==> src/rtl/b2sp_pkg.sv <==
// ----------------------------------------------------------------------------
// b2sp_pkg
// Shared constants, types and helper functions of the BLAKE2sp hash engine.
// ----------------------------------------------------------------------------
package b2sp_pkg;

  localparam int LEAF_COUNT  = 8;
  localparam int ROUND_COUNT = 10;

  localparam int CNT_W    = 6;
  localparam int NODE_W   = 4;
  localparam int MSG_DEPTH = LEAF_COUNT * 16;
  localparam int MSG_AW    = 7;
  localparam int CV_DEPTH  = (LEAF_COUNT + 1) * 8;
  localparam int CV_AW     = 7;

  localparam logic [CNT_W-1:0]  LOAD_LAST  = 6'd24;
  localparam logic [CNT_W-1:0]  ROUND_LAST = 6'(ROUND_COUNT * 4 - 1);
  localparam logic [CNT_W-1:0]  WRB_LAST   = 6'd7;
  localparam logic [NODE_W-1:0] LEAF_LAST  = 4'd7;
  localparam logic [NODE_W-1:0] NODE_ROOT  = 4'd8;
  localparam logic [1:0]        BLK_LAST   = 2'd3;
  localparam logic [6:0]        FULL_FILL  = 7'd64;

  localparam logic [31:0] IV [8] = '{
    32'h6A09E667, 32'hBB67AE85, 32'h3C6EF372, 32'hA54FF53A,
    32'h510E527F, 32'h9B05688C, 32'h1F83D9AB, 32'h5BE0CD19
  };

  localparam logic [3:0] SIGMA [10][16] = '{
    '{4'd0, 4'd1, 4'd2, 4'd3, 4'd4, 4'd5, 4'd6, 4'd7,
      4'd8, 4'd9, 4'd10, 4'd11, 4'd12, 4'd13, 4'd14, 4'd15},
    '{4'd14, 4'd10, 4'd4, 4'd8, 4'd9, 4'd15, 4'd13, 4'd6,
      4'd1, 4'd12, 4'd0, 4'd2, 4'd11, 4'd7, 4'd5, 4'd3},
    '{4'd11, 4'd8, 4'd12, 4'd0, 4'd5, 4'd2, 4'd15, 4'd13,
      4'd10, 4'd14, 4'd3, 4'd6, 4'd7, 4'd1, 4'd9, 4'd4},
    '{4'd7, 4'd9, 4'd3, 4'd1, 4'd13, 4'd12, 4'd11, 4'd14,
      4'd2, 4'd6, 4'd5, 4'd10, 4'd4, 4'd0, 4'd15, 4'd8},
    '{4'd9, 4'd0, 4'd5, 4'd7, 4'd2, 4'd4, 4'd10, 4'd15,
      4'd14, 4'd1, 4'd11, 4'd12, 4'd6, 4'd8, 4'd3, 4'd13},
    '{4'd2, 4'd12, 4'd6, 4'd10, 4'd0, 4'd11, 4'd8, 4'd3,
      4'd4, 4'd13, 4'd7, 4'd5, 4'd15, 4'd14, 4'd1, 4'd9},
    '{4'd12, 4'd5, 4'd1, 4'd15, 4'd14, 4'd13, 4'd4, 4'd10,
      4'd0, 4'd7, 4'd6, 4'd3, 4'd9, 4'd2, 4'd8, 4'd11},
    '{4'd13, 4'd11, 4'd7, 4'd14, 4'd12, 4'd1, 4'd3, 4'd9,
      4'd5, 4'd0, 4'd15, 4'd4, 4'd8, 4'd6, 4'd2, 4'd10},
    '{4'd6, 4'd15, 4'd14, 4'd9, 4'd11, 4'd3, 4'd0, 4'd8,
      4'd12, 4'd2, 4'd13, 4'd7, 4'd1, 4'd4, 4'd10, 4'd5},
    '{4'd10, 4'd2, 4'd8, 4'd4, 4'd7, 4'd6, 4'd1, 4'd5,
      4'd15, 4'd11, 4'd9, 4'd14, 4'd3, 4'd12, 4'd13, 4'd0}
  };

  typedef enum logic [3:0] {
    ST_IDLE, ST_CHECK, ST_LOAD, ST_INIT, ST_ROUND, ST_XOR, ST_WRB, ST_STORE, ST_EMIT
  } state_e;

  typedef enum logic [1:0] {
    JOB_LEAF, JOB_LEAF_FIN, JOB_ROOT
  } job_e;

  typedef struct packed {
    logic              accept;
    logic              load;
    logic              init;
    logic              round;
    logic              fold;
    logic              wrb;
    logic              store;
    logic              clear;
    logic [CNT_W-1:0]  cnt;
    job_e              job;
    logic [NODE_W-1:0] node;
    logic [1:0]        blk;
  } cmd_t;

  typedef struct packed {
    logic       need_compress;
    logic       last;
    logic [2:0] leaf;
  } status_t;

  typedef struct packed {
    logic [31:0] a;
    logic [31:0] b;
    logic [31:0] c;
    logic [31:0] d;
  } quad_t;

  // Reset chain value word of a tree node: leaves carry their offset, the root depth 1.
  function automatic logic [31:0] node_init_word(logic [NODE_W-1:0] node, logic [2:0] idx);
    logic [31:0] w;
    w = IV[idx];
    if (idx == 3'd0) w = w ^ 32'h02080020;
    if (idx == 3'd2 && node != NODE_ROOT) w = w ^ {29'd0, node[2:0]};
    if (idx == 3'd3) w = w ^ ((node == NODE_ROOT) ? 32'h20010000 : 32'h20000000);
    return w;
  endfunction

  // One half of the G function; the second half uses rotations of 8 and 7.
  function automatic quad_t half_g(quad_t q, logic [31:0] x, logic second);
    quad_t r;
    logic [31:0] t;
    r.a = q.a + q.b + x;
    t = q.d ^ r.a;
    r.d = second ? {t[7:0], t[31:8]} : {t[15:0], t[31:16]};
    r.c = q.c + r.d;
    t = q.b ^ r.c;
    r.b = second ? {t[6:0], t[31:7]} : {t[11:0], t[31:12]};
    return r;
  endfunction

endpackage

==> src/rtl/b2sp_ctrl.sv <==
// ----------------------------------------------------------------------------
// b2sp_ctrl
// Sequencer: word intake, leaf and root compressions, digest emission.
// ----------------------------------------------------------------------------
module b2sp_ctrl
  import b2sp_pkg::*;
(
  input  logic    clk_i,
  input  logic    rst_ni,
  input  logic    in_valid_i,
  input  logic    out_ready_i,
  input  status_t status_i,
  output cmd_t    cmd_o,
  output logic    in_ready_o,
  output logic    out_valid_o
);

  state_e            state_q, state_d;
  logic [CNT_W-1:0]  cnt_q, cnt_d;
  job_e              job_q, job_d;
  logic [NODE_W-1:0] node_q, node_d;
  logic [1:0]        blk_q, blk_d;

  always_comb begin
    state_d = state_q;
    cnt_d   = cnt_q;
    job_d   = job_q;
    node_d  = node_q;
    blk_d   = blk_q;
    unique case (state_q)
      ST_IDLE: begin
        if (in_valid_i) state_d = ST_CHECK;
      end
      ST_CHECK: begin
        cnt_d = '0;
        if (status_i.need_compress) begin
          state_d = ST_LOAD;
          job_d   = JOB_LEAF;
          node_d  = {1'b0, status_i.leaf};
        end else begin
          state_d = ST_STORE;
        end
      end
      ST_STORE: begin
        cnt_d = '0;
        if (status_i.last) begin
          state_d = ST_LOAD;
          job_d   = JOB_LEAF_FIN;
          node_d  = '0;
        end else begin
          state_d = ST_IDLE;
        end
      end
      ST_LOAD: begin
        cnt_d = cnt_q + 6'd1;
        if (cnt_q == LOAD_LAST) state_d = ST_INIT;
      end
      ST_INIT: begin
        cnt_d   = '0;
        state_d = ST_ROUND;
      end
      ST_ROUND: begin
        cnt_d = cnt_q + 6'd1;
        if (cnt_q == ROUND_LAST) state_d = ST_XOR;
      end
      ST_XOR: begin
        cnt_d   = '0;
        state_d = ST_WRB;
      end
      ST_WRB: begin
        cnt_d = cnt_q + 6'd1;
        if (cnt_q == WRB_LAST) begin
          cnt_d = '0;
          priority if (job_q == JOB_LEAF) begin
            state_d = ST_STORE;
          end else if (job_q == JOB_LEAF_FIN && node_q != LEAF_LAST) begin
            state_d = ST_LOAD;
            node_d  = node_q + 4'd1;
          end else if (job_q == JOB_LEAF_FIN) begin
            state_d = ST_LOAD;
            job_d   = JOB_ROOT;
            node_d  = NODE_ROOT;
            blk_d   = '0;
          end else if (blk_q != BLK_LAST) begin
            state_d = ST_LOAD;
            blk_d   = blk_q + 2'd1;
          end else begin
            state_d = ST_EMIT;
          end
        end
      end
      ST_EMIT: begin
        if (out_ready_i) begin
          cnt_d = cnt_q + 6'd1;
          if (cnt_q[2:0] == 3'd7) begin
            state_d = ST_IDLE;
            cnt_d   = '0;
          end
        end
      end
      default: state_d = ST_IDLE;
    endcase
  end

  always_comb begin
    in_ready_o   = (state_q == ST_IDLE);
    out_valid_o  = (state_q == ST_EMIT);
    cmd_o.accept = in_ready_o && in_valid_i;
    cmd_o.load   = (state_q == ST_LOAD);
    cmd_o.init   = (state_q == ST_INIT);
    cmd_o.round  = (state_q == ST_ROUND);
    cmd_o.fold   = (state_q == ST_XOR);
    cmd_o.wrb    = (state_q == ST_WRB);
    cmd_o.store  = (state_q == ST_STORE);
    cmd_o.clear  = out_valid_o && out_ready_i && (cnt_q[2:0] == 3'd7);
    cmd_o.cnt    = cnt_q;
    cmd_o.job    = job_q;
    cmd_o.node   = node_q;
    cmd_o.blk    = blk_q;
  end

  always_ff @(posedge clk_i or negedge rst_ni) begin
    if (!rst_ni) begin
      state_q <= ST_IDLE;
      cnt_q   <= '0;
      job_q   <= JOB_LEAF;
      node_q  <= '0;
      blk_q   <= '0;
    end else begin
      state_q <= state_d;
      cnt_q   <= cnt_d;
      job_q   <= job_d;
      node_q  <= node_d;
      blk_q   <= blk_d;
    end
  end

`ifndef ASSERT_OFF
  a_round_to_fold: assert property (@(posedge clk_i) disable iff (!rst_ni)
    (state_q == ST_ROUND && cnt_q == ROUND_LAST) |=> (state_q == ST_XOR))
    else $error("round sequence did not end in the feed-forward step");
  a_emit_done: assert property (@(posedge clk_i) disable iff (!rst_ni)
    (state_q == ST_EMIT && out_ready_i && cnt_q[2:0] == 3'd7) |=> (state_q == ST_IDLE))
    else $error("engine did not return to idle after the last digest word");
  a_load_bound: assert property (@(posedge clk_i) disable iff (!rst_ni)
    (state_q == ST_LOAD) |-> (cnt_q <= LOAD_LAST))
    else $error("load counter ran past the block");
`endif

endmodule
==> config.mk <==
export PLATFORM = sky130hd
export DESIGN_NAME = b2sp_ctrl
export DESIGN_NICKNAME = d
export VERILOG_FILES = /design/src/rtl/b2sp_pkg.sv /design/src/rtl/b2sp_ctrl.sv
export SDC_FILE = /design/constraint.sdc
export NUM_CORES = 1
export LEC_CHECK = 0
export BUFFER_PORTS_ARGS = -buffer_cell sky130_fd_sc_hd__buf_4
export CAP_MARGIN = 20
export CORE_MARGIN = 1.5
export CORE_UTILIZATION = 30
export DETAILED_ROUTE_END_ITERATION = 10
export HOLD_SLACK_MARGIN = 0.1
export MAX_ROUTING_LAYER = met4
export SLEW_MARGIN = 30
export SYNTH_ARGS = -nofsm -noshare
export SYNTH_HDL_FRONTEND = slang
export SYNTH_SLANG_ARGS = --single-unit
==> constraint.sdc <==
create_clock -name clk_i -period 3.55 [get_ports clk_i]
set_clock_uncertainty 0.1 [all_clocks]
set_input_delay 0.71 -clock clk_i [delete_from_list [all_inputs] [get_ports clk_i]]
set_output_delay 0.71 -clock clk_i [all_outputs]
set_load 0.01 [all_outputs]
==> out/summary.txt <==
Clock transition at path regs - 0.07 ns
RSZ-0062 raised after global routing - false
switching power - 78.6 uW
cell count along the critical path - 3
Worst Path Max Fanout - 24
reg2reg end - node_q[1]
Mapped Nets - 163
CP Buf/Inv Count - 1
Die X - 69.3 um
Final Cycle Share - 78.5%
DR DRC count - 0
Final Non-Filler Cells - 223
Clock power frac - 40.2%
n_diodes - 0
Via density - 5.60
Final min period - 2.79 ns
Clock Sinks - 18
crit path DAT - 1.98 ns
routed wire length - 3.39 mm
Unique masters post-synth - 52
clock buffer depth - 2
IO Port Bufs - 32
routing usage on met3 - 2.03%
GRT Util Overall - 15.2%
sequential-to-total area share from yosys stat - 34.2%
Max Cap Viol - 0
Initial DRT Pass Iterations - 4
Iter 0 DRT Violations - 89
Root Driver - clkbuf_8
post-CTS sizing - 0
status - finished, final reports clean
num ports - 33
main flop type after synthesis - dfrtp_1
DR vias - 1,248
die footprint - 0.00480 mm^2
clock latency on the worst-skew pair - 0.25 ns
WP data required - 2.74 ns
grt ovf - 0
RR Startpoint - state_q[3]
met2 GRT Util - 25.7%
Reg2Reg Depth - 5
combinational power share - 3.8%
Post-synth EDFFs - 0
slew margin rel. - 52.5%
CP Class - flip-flop to primary output
internal reg-to-reg setup slack - 1.16 ns
Startpoint Class - flip-flop
largest net degree at the start of global routing - 25
first-pass GRT wire length - 5.90 mm
Final Setup Violations - 0
Syn Area/Cell - 8.84 um^2
GR peak layer - met2
crit path cell chain - nor4b_1, and3_1, buf_4
critical path endpoint - cmd_o[14]
share of cells above drive strength 1 - 24.9%
Fin Setup TNS - 0 ns
Core ar. - 0.00412 mm^2
Hold Crit Class - primary input to async pin
Layout Utilization - 39.1%
Initial Util - 32.0%
critical path's largest stage delay - 0.81 ns
post-CTS setup buffers - 0
Flop pwr share - 56.0%
synth warn - 0
slowest CP cell - dfrtp_1
die height - 69.3 um
Routed wire per std cell - 15.2 um
Pint - 287 uW
pwr/cell area - 228 mW/mm^2
Final WS setup - 0.763 ns
initial antenna violation count - 0
row count - 23
Hold Vio Cnt, Final - 0
Peak supply drop - 107 uV
cts hold-fix bufs - 0
fmax - 359 MHz
Yosys reg bits - 18
DP HPWL - 2.48 mm
routability cong. - 0.812
Post-Syn Area - 0.00132 mm^2
DP Cell Count - 220
H-tree lvl count - 1
Top Family by Delay on Critical Path - flip-flops
Synth-to-Final Area Change - 22.0%
Pwr Total - 366 uW
Tightest Pin Transition - 0.712 ns
leakage dissipation - 0.000751 uW
Fillers - 438
met1 Track Usage GR - 19.1%
pre-CTS setup slack - 1.06 ns
Worst setup EP type - primary output
synthesized instance count - 149
CTS tree - built
Crit. Startpoint - state_q[3]
vias in the first global route - 1,193
number of CTS-inserted buffers - 3
ANT nets after route - 0
number of max-slew violations in the final report - 0
Net Sw Frac - 21.5%
Final nets - 189
Async SR Flop Fraction - 100%
==> power by group through the flow <==
stage	clock [uW]	combinational [uW]	sequential (uW)
6_report	147	13.9	205
5_1_grt	159	15.8	205
4_1_cts	152	14.5	205
3_5_place_dp	0	14.5	209
3_3_place_gp	0	13.8	209
2_1_floorplan	0	1.85	209
==> cell type report <==
class,instances,area [um^2],area share [%]
clock buffers,3,41.3,2.57
multi-input cells,108,768,47.8
inverters,12,45.0,2.80
repair buffers,32,240,14.9
well taps,50,62.6,3.89
flip-flops and latches,18,450,28.0
==> how the worst min path moves through the flow <==
| stage | startpoint | to | slack, ns | cells after the start |
|---|---|---|---|---|
| final | rst_ni | cnt_q[2] | 0.22 | 1 |
| after global routing | rst_ni | job_q[1] | 0.24 | 1 |
| after detailed placement | blk_q[1] | blk_q[1] | 0.43 | 1 |
| after CTS | rst_ni | state_q[2] | 0.23 | 1 |
| after global placement | blk_q[1] | blk_q[1] | 0.43 | 1 |
| after floorplan | rst_ni | blk_q[0] | 0.31 | 0 |
==> metrics by stage <==
step                hold slack, ns  cell area (um^2)
floorplan                    0.314              1320
finish                       0.225              1610
detailed placement           0.434              1570
global placement             0.430              1570
global route                 0.237              1610
CTS                          0.231              1610
==> cells in the mapped netlist, types with 4 or more instances <==
master     n  area share, %
nand2_1   14            4.0
dfrtp_1   18             34
ha_1       5            4.7
inv_1     12            3.4
nand3_1    5            1.9
mux2_2     4            3.4
nor3_1     5            1.9
nor2_1     6            1.7
clkbuf_1   4            1.1
o21ai_0   11            4.2
nor4_1     4            1.9
nor4b_1    4            2.7
buf_2      4            1.5
==> layer usage <==
metal  vias to the layer above  wire length, um
met5                         -                0
met1                       615             1530
met4                         0               27
li1                        607                -
met2                        24             1720
met3                         2              119
==> sequential cells by signal (all words and copies together) (netlist names) <==
register  cells
blk_q         2
cnt_q         6
job_q         2
node_q        4
state_q       4
==> cells by family after synthesis <==
logic type                 synth area share (%)
AOI/OAI and AO/OA                          21.8
muxes                                      4.18
xor gates and xnor gates                  0.665
and+or+nand+nor                            26.9
adders and majority gates                  4.75
DFF                                        34.2
buffers and inverters                      7.50
==> layout by cell type (no fill, tap or decap), types with 5 or more instances in the layout <==
cell type | netlist | routed
buf_4 | 2 | 32
nor2_1 | 6 | 6
ha_1 | 5 | 5
inv_1 | 12 | 12
dfrtp_1 | 18 | 18
nor3_1 | 5 | 5
nand2_1 | 14 | 14
o21ai_0 | 11 | 11
nand3_1 | 5 | 5
Power figures use the tool's default switching activity.
